$ cat src/rtl/core/csm_pkg.sv
package csm_pkg;

	localparam int SLOT_W = 10;
	localparam int ACC_W = 64;

	typedef enum logic [1:0] {
		CMD_LOAD  = 2'd0,
		CMD_MAC   = 2'd1,
		CMD_CLOSE = 2'd2
	} cmd_t;

	typedef struct packed {
		logic [1:0]         cmd;
		logic [SLOT_W-1:0]  slot;
		logic signed [31:0] operand;
	} item_t;

	typedef struct packed {
		logic [15:0]        row_index;
		logic signed [31:0] row_sum;
		logic               saturated;
	} result_t;

	typedef struct packed {
		logic add;
		logic close;
	} acc_ctl_t;

endpackage

$ cat src/rtl/core/csm_accum.sv
module csm_accum (
	input  logic                  clk,
	input  logic                  arst_n,
	input  csm_pkg::acc_ctl_t     ctl,
	input  logic signed [63:0]    product,
	output csm_pkg::result_t      row
);

	import csm_pkg::*;

	logic signed [ACC_W-1:0] acc_q;
	logic                    clip_q;
	logic [15:0]             cnt_q;
	logic [ACC_W:0]          sum;
	logic                    ovf;
	logic [ACC_W-1:0]        sat_sum;
	logic [47:0]             shifted;
	logic                    pos_clip;
	logic                    neg_clip;

	// 65-bit sum, clip to the 64-bit limits
	assign sum = {acc_q[ACC_W-1], acc_q} + {product[63], product};
	assign ovf = sum[ACC_W] != sum[ACC_W-1];

	always_comb begin
		if (!ovf) begin
			sat_sum = sum[ACC_W-1:0];
		end else if (sum[ACC_W]) begin
			sat_sum = {1'b1, {(ACC_W-1){1'b0}}};
		end else begin
			sat_sum = {1'b0, {(ACC_W-1){1'b1}}};
		end
	end

	// q32.32 to q16.16 by floor, then clip to 32 bits
	assign shifted = acc_q[ACC_W-1:16];
	assign pos_clip = !shifted[47] && (|shifted[46:31]);
	assign neg_clip = shifted[47] && !(&shifted[46:31]);

	always_comb begin
		row.row_index = cnt_q;
		row.saturated = clip_q || pos_clip || neg_clip;
		if (pos_clip) begin
			row.row_sum = 32'sh7fffffff;
		end else if (neg_clip) begin
			row.row_sum = 32'sh80000000;
		end else begin
			row.row_sum = shifted[31:0];
		end
	end

	always_ff @(posedge clk or negedge arst_n) begin
		if (!arst_n) begin
			acc_q <= '0;
			clip_q <= 1'b0;
			cnt_q <= '0;
		end else if (ctl.close) begin
			acc_q <= '0;
			clip_q <= 1'b0;
			cnt_q <= cnt_q + 16'd1;
		end else if (ctl.add) begin
			acc_q <= sat_sum;
			clip_q <= clip_q | ovf;
		end
	end

endmodule

$ cat config.mk
export PLATFORM = sky130hd
export DESIGN_NAME = csm_accum
export DESIGN_NICKNAME = d
export VERILOG_FILES = /design/src/rtl/core/csm_pkg.sv /design/src/rtl/core/csm_accum.sv
export SDC_FILE = /design/constraint.sdc
export NUM_CORES = 1
export LEC_CHECK = 0
export BUFFER_PORTS_ARGS = -buffer_cell sky130_fd_sc_hd__buf_2
export CORE_MARGIN = 2
export CORE_UTILIZATION = 34
export CTS_CLUSTER_SIZE = 30
export DETAILED_ROUTE_END_ITERATION = 8
export GPL_ROUTABILITY_DRIVEN = 0
export PLACE_DENSITY = 0.6
export SLEW_MARGIN = 30
export SYNTH_ARGS = -nofsm -noshare
export SYNTH_HDL_FRONTEND = slang
export SYNTH_SLANG_ARGS = --single-unit
$ cat constraint.sdc
create_clock -name clk -period 5.1 [get_ports clk]
set_input_delay 0.255 -clock clk [delete_from_list [all_inputs] [get_ports clk]]
set_output_delay 0.255 -clock clk [all_outputs]
set_load 0.02 [all_outputs]
== Word-level counts from Yosys, hierarchy flattened ==
Index checks and enable logic that the tools add are counted.

* Bits in registers: 81
* Bits of input ports: 68
* Word-level logic and storage cells: 24

* Add/subtract/negate cells: 2
* Equality and inequality tests: 1
* Multiplexer cells: 8
* Bitwise gates (word level): 1
* Reduce and logical (&&, ||, !) cells: 9

{| class="wikitable"
|+ Operator list
! operator !! count
|-
| $mux 64 || 4
|-
| $add 64x64->65 || 1
|-
| $mux 32 || 2
|-
| $add 16x1->16 const B || 1
|-
| $reduce_and 16->1 || 1
|-
| $reduce_or 16->1 || 1
|-
| $logic_and 1x1->1 || 2
|-
| $logic_not 1->1 || 2
|-
| $logic_or 1x1->1 || 2
|-
| $mux 1 || 2
|-
| $reduce_bool 2->1 || 1
|-
| $ne 1x1->1 || 1
|-
| $or 1x1->1 || 1
|}

== Longest topological paths before layout ==
Gate-level depths: netlist of run 1.

* Depth in word-level cells: 5
* Gate-level depth with buffers: 14

== Least setup slack after synthesis of run 1 ==
Ideal clock, no wire load.

* Kind: flip-flop to flip-flop
* Start: register acc_q[45]
* End: register acc_q[61]
* Arrival time: 3494 ps
* Data required time: 5030 ps
* Slack: 1536 ps
* Stages on the path, launching flop included: 12
* Buffers on the path: 0
* Clock period less this slack: 3564 ps
* Cell sequence: dfrtp_1 -> ha_1 -> and2_4 -> nand3_2 -> or4_4 -> or4_4 -> o211ai_2 -> o21ai_2 -> o311a_4 -> or3_1 -> or3_1 -> nand3_1

* Word-level cells in the longest chain between the ends: 5

{| class="wikitable"
|+ Ends and longest elaborated chain
! element !! line !! source
|-
| from (decl) || csm_accum.sv:11 || <nowiki>logic signed [ACC_W-1:0] acc_q;</nowiki>
|-
| from (signal assigned) || csm_accum.sv:62 || <nowiki>acc_q <= sat_sum;</nowiki>
|-
| $add 64x64->65 (*) || csm_accum.sv:22 || <nowiki>assign sum = {acc_q[ACC_W-1], acc_q} + {product[63], product};</nowiki>
|-
| $mux 64 or $ne 1x1->1 (tied branches) || csm_accum.sv:28, csm_accum.sv:23 ||
|-
| $mux 64 (*) || csm_accum.sv:26 || <nowiki>if (!ovf) begin</nowiki>
|-
| $mux 64 (*) || csm_accum.sv:61 || <nowiki>end else if (ctl.add) begin</nowiki>
|-
| $mux 64 (*) || csm_accum.sv:57 || <nowiki>end else if (ctl.close) begin</nowiki>
|}

Every way passes the cells marked *; elsewhere a longest branch is shown, timed or not. The select of a mux whose other input is x is not followed.
A chain may end at the register's enable or synchronous reset.

== Final worst setup path of run 1 ==
* Start: register acc_q[45]
* End: register acc_q[2]

Same word-level chain as after synthesis.

==> results.txt, run 1 <==
WL/cell: 16.63 um
CP Capture Type: flop
Final hold viol count: 0
WHS Path Cells: 2
DIE AREA: 0.02326 mm^2
Clk Latency, worst-skew pair: 0.35 ns
Clock share of power: 13.3%
Slew @ Worst Pin: 0.7487 ns
Grt total ovfl: 0
Mapped cell area: 0.007500 mm^2
Vias in the first global route: 6828
Number of flops mapped to enable cells by yosys: 0
TritonCTS clock tree: yes
Unrepaired setup endpoints after global routing: no
Final worst slack: 0.5863 ns
Finish-stage setup viols: 0
Fin nets: 1149
Sw power: 0.002293 W
PwrDens: 548.7 mW/mm^2
First-iteration detailed-routing DRC count: 404
Pre-CTS WS: 0.6427 ns
# H-tree levels: 3
Sw Ratio: 49.92%
Initial Utilization: 34.47%
CTS resizes: 0
Worst hold path class: input port to flop
Design area: 0.008373 mm^2
Post-synthesis sequential area ratio: 27.03%
Std cell rows: 54
Post-route insts no fill: 1300
Die W: 152.5 um
Leakage power: 4.101 nW
Worst endpoint required time: 5.39 ns
Die Span Y: 152.5 um
Clock Root Buffer: clkbuf_16
Skew final: 0.01389 ns
Ys async rst share: 100.0%
Reg power frac: 23.1%
Max-Cap Viols: 0
Global-route wire length before repair: 35580 um
Post-DRT Antenna Nets: 0
R2r worst-path depth: 12
Max Buffers Root-to-Sink: 2
Max FO, Critical Path: 45
Fmax: 221.5 MHz
Syn_nets: 1072
Syn. warnings: 0
Avg Vias per Cell: 5.382
DRT Pass-1 Iters: 5
Initial antenna violation count: 0
Setup Crit Path Kind: flop to flop
Hold_buf cts: 1
Primary FF master, synth: dfrtp_1
Largest net degree at the start of global routing: 53
CTS buffer count: 9
Most used cell, CP: or4_4
Floorplan Core Area: 0.02176 mm^2
Combinational power share: 63.7%
Seq cells post-synth: 81
DRT Wirelength: 21620 um
Peak supply drop: 0.2159 mV
WP data arrival: 4.80 ns
CTS clk-pin slew, worst paths: 0.06 ns
Post-CTS setup buffer count: 0
Slew HR: 49.56%
Gate count after technology mapping: 938
Tmin final: 4.514 ns
Fillers: 2349
Internal: 0.002301 W
Total global-route track usage: 18.56%
Status: completed
Startpoint Class: flop
Worst path cell trace: ha_1 -> and2_4 -> nand3_2 -> or4_4 -> or4_4 -> o211ai_2 -> o21ai_2 -> o311a_4 -> nor3_4 -> buf_4 -> o21ai_0 -> nand2_1
DRC Markers: 0
Final HPWL DP: 16270 um
Share of post-route cells with drive strength above 1: 15.49%
Final count of pins violating max slew: 0
Post-placement cell area: 0.008098 mm^2
Clock Sinks: 81
Syn-to-layout area delta: 11.64%
Syn Area/Cell: 7.995 um^2
Max incr delay on CP: 0.56 ns
CP max-delay cell: or4_4
Cells after DPL: 1283
Via Count: 6996
Cell variety after synth: 66
N_diodes: 0
Port Buffers: 116
Ports: 117
TNS Setup: 0 ns
Crit share post-route: 88.50%
## cell usage after synthesis, types with 3 or more instances
cell / instances / area share, %
nand2_1: 177 / 8.9
a21oi_1: 85 / 5.7
dfrtp_1: 81 / 27
ha_1: 65 / 11
o21ai_0: 60 / 4.0
o21ai_1: 41 / 2.7
nor2_1: 38 / 1.9
xnor2_1: 38 / 4.4
xor2_1: 35 / 4.1
nand4_1: 33 / 2.8
o21a_1: 32 / 3.2
a21o_1: 28 / 2.8
o21bai_1: 24 / 2.4
clkbuf_1: 23 / 1.2
inv_1: 18 / 0.90
buf_6: 17 / 2.6
nand3_1: 17 / 1.1
nor4_1: 11 / 0.92
nor3_1: 9 / 0.60
buf_4: 8 / 0.80
a211oi_1: 6 / 0.60
a31oi_1: 5 / 0.42
a41oi_1: 5 / 0.58
nand2b_1: 5 / 0.42
a22oi_1: 4 / 0.40
and4_1: 4 / 0.47
o211ai_1: 4 / 0.40
a221oi_1: 3 / 0.35
and3_1: 3 / 0.25
buf_2: 3 / 0.20
clkbuf_2: 3 / 0.20
clkdlybuf4s15_2: 3 / 0.45
o31ai_1: 3 / 0.30
o41ai_1: 3 / 0.35
or3_1: 3 / 0.25
## per-layer routing
| layer | wire, um | global-route usage (%) | vias up |
|---|---|---|---|
| met5 | 0 | 0 | - |
| met4 | 270 | 4.409 | 0 |
| met3 | 906 | 3.157 | 19 |
| met2 | 9814 | 29.39 | 137 |
| met1 | 10630 | 26.53 | 3296 |
| li1 | - | - | 3544 |
## per-stage QoR
stage                     total power, W  hold slack [ns]  utilization [%]
final                           0.004594           0.2446            38.49
after detailed placement        0.003961           0.2196            37.22
after global routing            0.005002           0.2307            38.49
after global placement          0.003944           0.2143            37.22
after CTS                       0.004602           0.2227            38.49
after floorplan                 0.003376         -0.04059                -
## cell families (layout without fill, tap and decap cells)
logic type	after synthesis	after routing	synth area share (%)
flip-flops	81	81	27.03
XOR/XNOR	74	74	8.742
buffers and inverters	77	159	6.623
multiplexers	3	3	0.4171
AND/OR/NAND/NOR	311	311	18.85
AO/OA/AOI/OAI	326	326	27.23
adder cells (fa/ha/maj)	66	66	11.11
## power groups by stage
| stage | clock, W | combinational, W | sequential (W) |
|---|---|---|---|
| 2_1_floorplan | 0 | 0.00233 | 0.00105 |
| 3_3_place_gp | 0 | 0.00289 | 0.00106 |
| 3_5_place_dp | 0 | 0.00289 | 0.00107 |
| 4_1_cts | 0.000631 | 0.00291 | 0.00106 |
| 5_1_grt | 0.000656 | 0.00325 | 0.00110 |
| 6_report | 0.000610 | 0.00292 | 0.00106 |
## cell type report
class                           instances  area (um^2)  area share, %
Multi-Input combinational cell        780         5010          59.83
Clock inverter                          5        32.53         0.3885
Clock buffer                           11        232.7          2.779
Sequential cell                        81         2027          24.21
Timing Repair Buffer                  125        653.1          7.800
Tap cell                              280        350.3          4.184
Inverter                               18        67.56         0.8069
## critical path: cells and delay by family, from the launching register on
kind,cells,cell delay (ns)
AND/OR/NAND/NOR,6,2.01
AO/OA/AOI/OAI,4,1.08
flip-flops,1,0.39
adder cells (fa/ha/maj),1,0.41
buffers and inverters,1,0.54
## placed cells by master (no fill, tap or decap), drive strengths merged, types with 4 or more instances in the layout
cell type	instances
clkinv	5
xnor2	38
nor4	11
nand2b	5
nand3	18
a21oi	86
ha	65
inv	18
o21ai	102
xor2	36
nor3	10
a211oi	6
dfrtp	81
a21o	29
nand4	33
a41oi	5
nand2	177
buf	124
a22oi	4
clkbuf	11
nor2	38
o21a	32
o21bai	24
o31ai	4
and4	4
o211ai	5
a31oi	5
## state kept, by name, indices dropped and copies added, names as in the netlist
name    cells
cnt_q      16
acc_q      64
clip_q      1
## path summary, 6_finish.rpt
check	end	from	slack [ns]
worst min register to register	cnt_q[15]$_DFFE_PN0P_	cnt_q[15]$_DFFE_PN0P_	0.46
worst max-delay path	acc_q[2]$_DFFE_PN0P_	acc_q[45]$_DFFE_PN0P_	0.59
min in group asynchronous	acc_q[8]$_DFFE_PN0P_	arst_n	0.37
worst max register to register	acc_q[2]$_DFFE_PN0P_	acc_q[45]$_DFFE_PN0P_	0.59
worst min-delay path	acc_q[63]$_DFFE_PN0P_	ctl[1]	0.24
max in group asynchronous	acc_q[40]$_DFFE_PN0P_	arst_n	3.67
Note: power is estimated with default switching activity, not from simulation.
==> inputs of run 2 (changes only) <==
ABC_AREA = 1   (was unset)
CORE_MARGIN = unset   (was 2)
==> results.txt, run 2 <==
Port Buffers: 116 (unchanged)
Clock Sinks: 81 (unchanged)
Syn-to-layout area delta: 13.98%
Worst endpoint required time: 5.35 ns (-0.04 ns)
Mapped cell area: 0.008894 mm^2 (+19%)
Std cell rows: 58 (+7.4%)
WP data arrival: 4.01 ns (-0.79 ns)
Library cell with the highest instance count after synthesis: nand2_1
Clock Root Buffer: clkbuf_16
N_diodes: 0 (unchanged)
Post-synthesis sequential area ratio: 22.79% (-4.2 points)
Max-Cap Viols: 0 (unchanged)
Initial Utilization: 35.01% (+0.54 points)
Ports: 117 (unchanged)
Unrepaired setup endpoints after global routing: no
CTS resizes: 0 (unchanged)
Largest family of logic cells by synthesized area: simple AND/OR/NAND/NOR gates
Combinational power share: 62.2% (-1.5 points)
DRT Pass-1 Iters: 5 (unchanged)
Clock share of power: 16.7% (+3.4 points)
Status: completed
Cell variety after synth: 36 (-45%)
Reg power frac: 21.2% (-1.9 points)
Clk Latency, worst-skew pair: 0.36 ns (about the same)
Vias in the first global route: 9031 (+32%)
Final count of pins violating max slew: 0 (unchanged)
Share of post-route cells with drive strength above 1: 10.25% (-5.2 points)
Startpoint Class: flop
Floorplan Core Area: 0.02540 mm^2 (+17%)
Commonest non-fill, non-tap cell in the layout: nand2_1
Peak supply drop: 0.1741 mV (-19%)
Fin nets: 1738 (+51%)
CTS buffer count: 9 (unchanged)
First-iteration detailed-routing DRC count: 742 (+84%)
WL/cell: 15.09 um (-9.3%)
Worst hold path class: input port to flop
Slew HR: 31.51% (-18 points)
Sw Ratio: 52.35% (+2.4 points)
Final hold viol count: 0 (unchanged)
Max Buffers Root-to-Sink: 2 (unchanged)
PwrDens: 452.0 mW/mm^2 (-18%)
Xor/xnor share of the synthesized area: 5.121% (-3.6 points)
Crit share post-route: 73.82% (-15 points)
DRC Markers: 0 (unchanged)
Internal: 0.002183 W (-5.1%)
Largest net degree at the start of global routing: 65 (+23%)
Global-route wire length before repair: 46740 um (+31%)
Skew final: 0.01404 ns (+0.0001533 ns)
Post-DRT Antenna Nets: 0 (unchanged)
Tot Pwr: 0.004582 W (-0.27%)
TritonCTS clock tree: yes
Ys async rst share: 100.0% (unchanged)
Slew @ Worst Pin: 1.017 ns (+0.2679 ns)
DRT Wirelength: 29250 um (+35%)
Finish-stage setup viols: 0 (unchanged)
Compound-Gate Fraction of Synth Area: 10.72% (-17 points)
Syn Area/Cell: 5.937 um^2 (-26%)
Top cell type's share of synthesized area: 25.83% (-1.2 points)
DIE AREA: 0.02681 mm^2 (+15%)
Synth cell count leaders: 612 x nand2_1, 181 x inv_1, 149 x nor2_1
Setup Crit Path Kind: flop to flop
Grt total ovfl: 0 (unchanged)
Most flops, register: acc_q
Via Count: 9693 (+39%)
TNS Setup: 0 ns (unchanged)
Top post-synthesis cells by area: nand2_1 26%, dfrtp_1 23%, ha_1 9.1%, inv_1 7.6%, nor2_1 6.3%
Leakage power: 5.663 nW (+38%)
Post-synthesis adder-cell area fraction: 9.370% (-1.7 points)
Initial antenna violation count: 0 (unchanged)
Seq cells post-synth: 81 (unchanged)
Max FFs per register: 64 (unchanged)
Number of flops mapped to enable cells by yosys: 0 (unchanged)
CTS clk-pin slew, worst paths: 0.07 ns (about the same)
Sw power: 0.002399 W (+4.6%)
Mux contribution to synthesized area: 0% (-0.42 points)
Die Span Y: 163.7 um (+7.3%)
CP Capture Type: flop
Tmin final: 3.765 ns (-0.7489 ns)
Primary FF master, synth: dfrtp_1
Avg Vias per Cell: 4.999 (-7.1%)
Die W: 163.7 um (+7.3%)
Biggest regs: acc_q x64, cnt_q x16, clip_q x1
Gate count after technology mapping: 1498 (+60%)
Area leader, netlist: nand2_1
Final HPWL DP: 23980 um (+47%)
Max FO, Critical Path: 39 (-13%)
Syn_nets: 1632 (+52%)
Total global-route track usage: 22.32% (+3.8 points)
Fmax: 265.6 MHz (+20%)
Synth Area in Simple Gates: 42.33% (+23 points)
Syn. warnings: 0 (unchanged)
Most frequent cells in the layout: 612 x nand2_1, 180 x inv_1, 148 x nor2_1
# H-tree levels: 3 (unchanged)
[run 2: repair_timing]
action                    4_1_cts  5_1_grt
hold endpoints to repair       31        0
buffers inserted                0        0
hold buffers                    1        0
[run 2: kinds of logic (layout without fill, tap and decap cells)]
logic type / after synthesis / in the layout
flops: 81 / 81
simple gates: 918 / 918
xor+xnor: 52 / 52
fa+ha+maj: 66 / 66
buf+inv: 210 / 321
compound gates: 171 / 171
[run 2: path summary, 6_finish.rpt]
| path | from | endpoint | slack [ns] | cells past startpoint |
|---|---|---|---|---|
| min reg2reg | cnt_q[15]$_DFFE_PN0P_ | cnt_q[15]$_DFFE_PN0P_ | 0.48 | 1 |
| max reg2reg | acc_q[0]$_DFFE_PN0P_ | acc_q[28]$_DFFE_PN0P_ | 1.34 | 18 |
| max in group asynchronous | arst_n | acc_q[20]$_DFFE_PN0P_ | 3.71 | 3 |
| min in group asynchronous | arst_n | acc_q[46]$_DFFE_PN0P_ | 0.37 | 2 |
| min | ctl[1] | clip_q$_DFFE_PN0P_ | 0.17 | 3 |
| max | acc_q[0]$_DFFE_PN0P_ | acc_q[28]$_DFFE_PN0P_ | 1.34 | 18 |
[run 2: final cells by class]
class	instances	area, um^2
well taps	330	412.9
clock buffers	9	225.2
repair buffers	123	658.1
clock inverters	7	108.9
multi-input cells	1207	6022
flip-flops and latches	81	2027
inverters	182	683.2
fillers	2835	15260
[run 2: worst max-delay path: stages, from the launching register on]
cell and delay, ns:
dfrtp_1 0.38, ha_1 0.21, fa_1 0.42, nand2_1 0.12
nand2_1 0.06, nand3b_1 0.09, nand2_1 0.11, nand2_1 0.09
nand2_2 0.09, nand2_1 0.09, nand2_2 0.11, nand2_2 0.10
nand2_1 0.07, nand2_1 0.06, nand2_1 0.07, nand2_2 0.43
nand2_2 0.63, o21ai_0 0.42, nand2_1 0.08
[run 2: power groups by stage]
stage | clock [W] | sequential [W] | combinational [W]
finish | 0.000763 | 0.000969 | 0.00285
global route | 0.000800 | 0.000999 | 0.00317
CTS | 0.000776 | 0.000970 | 0.00281
detailed placement | 0 | 0.000980 | 0.00280
global placement | 0 | 0.000976 | 0.00278
floorplan | 0 | 0.000977 | 0.00202
[run 2: routing by layer]
layer	vias to the layer above	GRT usage [%]	share of wire (%)
met5	-	0	0
met4	0	6.187	2.2
met3	47	2.778	6.4
met2	322	36.11	44
met1	4380	31.05	47
li1	4944	-	-
[run 2: through the flow]
stage / area [um^2] / std cells / worst slack [ns] / hold WS, ns / utilization, %
6_report: 10140 / 1939 / 1.335 / 0.1682 / 39.91
5_1_grt: 10140 / 1939 / 1.005 / 0.1972 / 39.91
4_1_cts: 10110 / 1938 / 1.409 / 0.1672 / 39.80
3_5_place_dp: 9766 / 1921 / 1.413 / 0.2358 / 38.45
3_3_place_gp: 9766 / 1921 / 1.553 / 0.2331 / 38.45
2_1_floorplan: 8894 / 1498 / 2.635 / -0.04059 / -
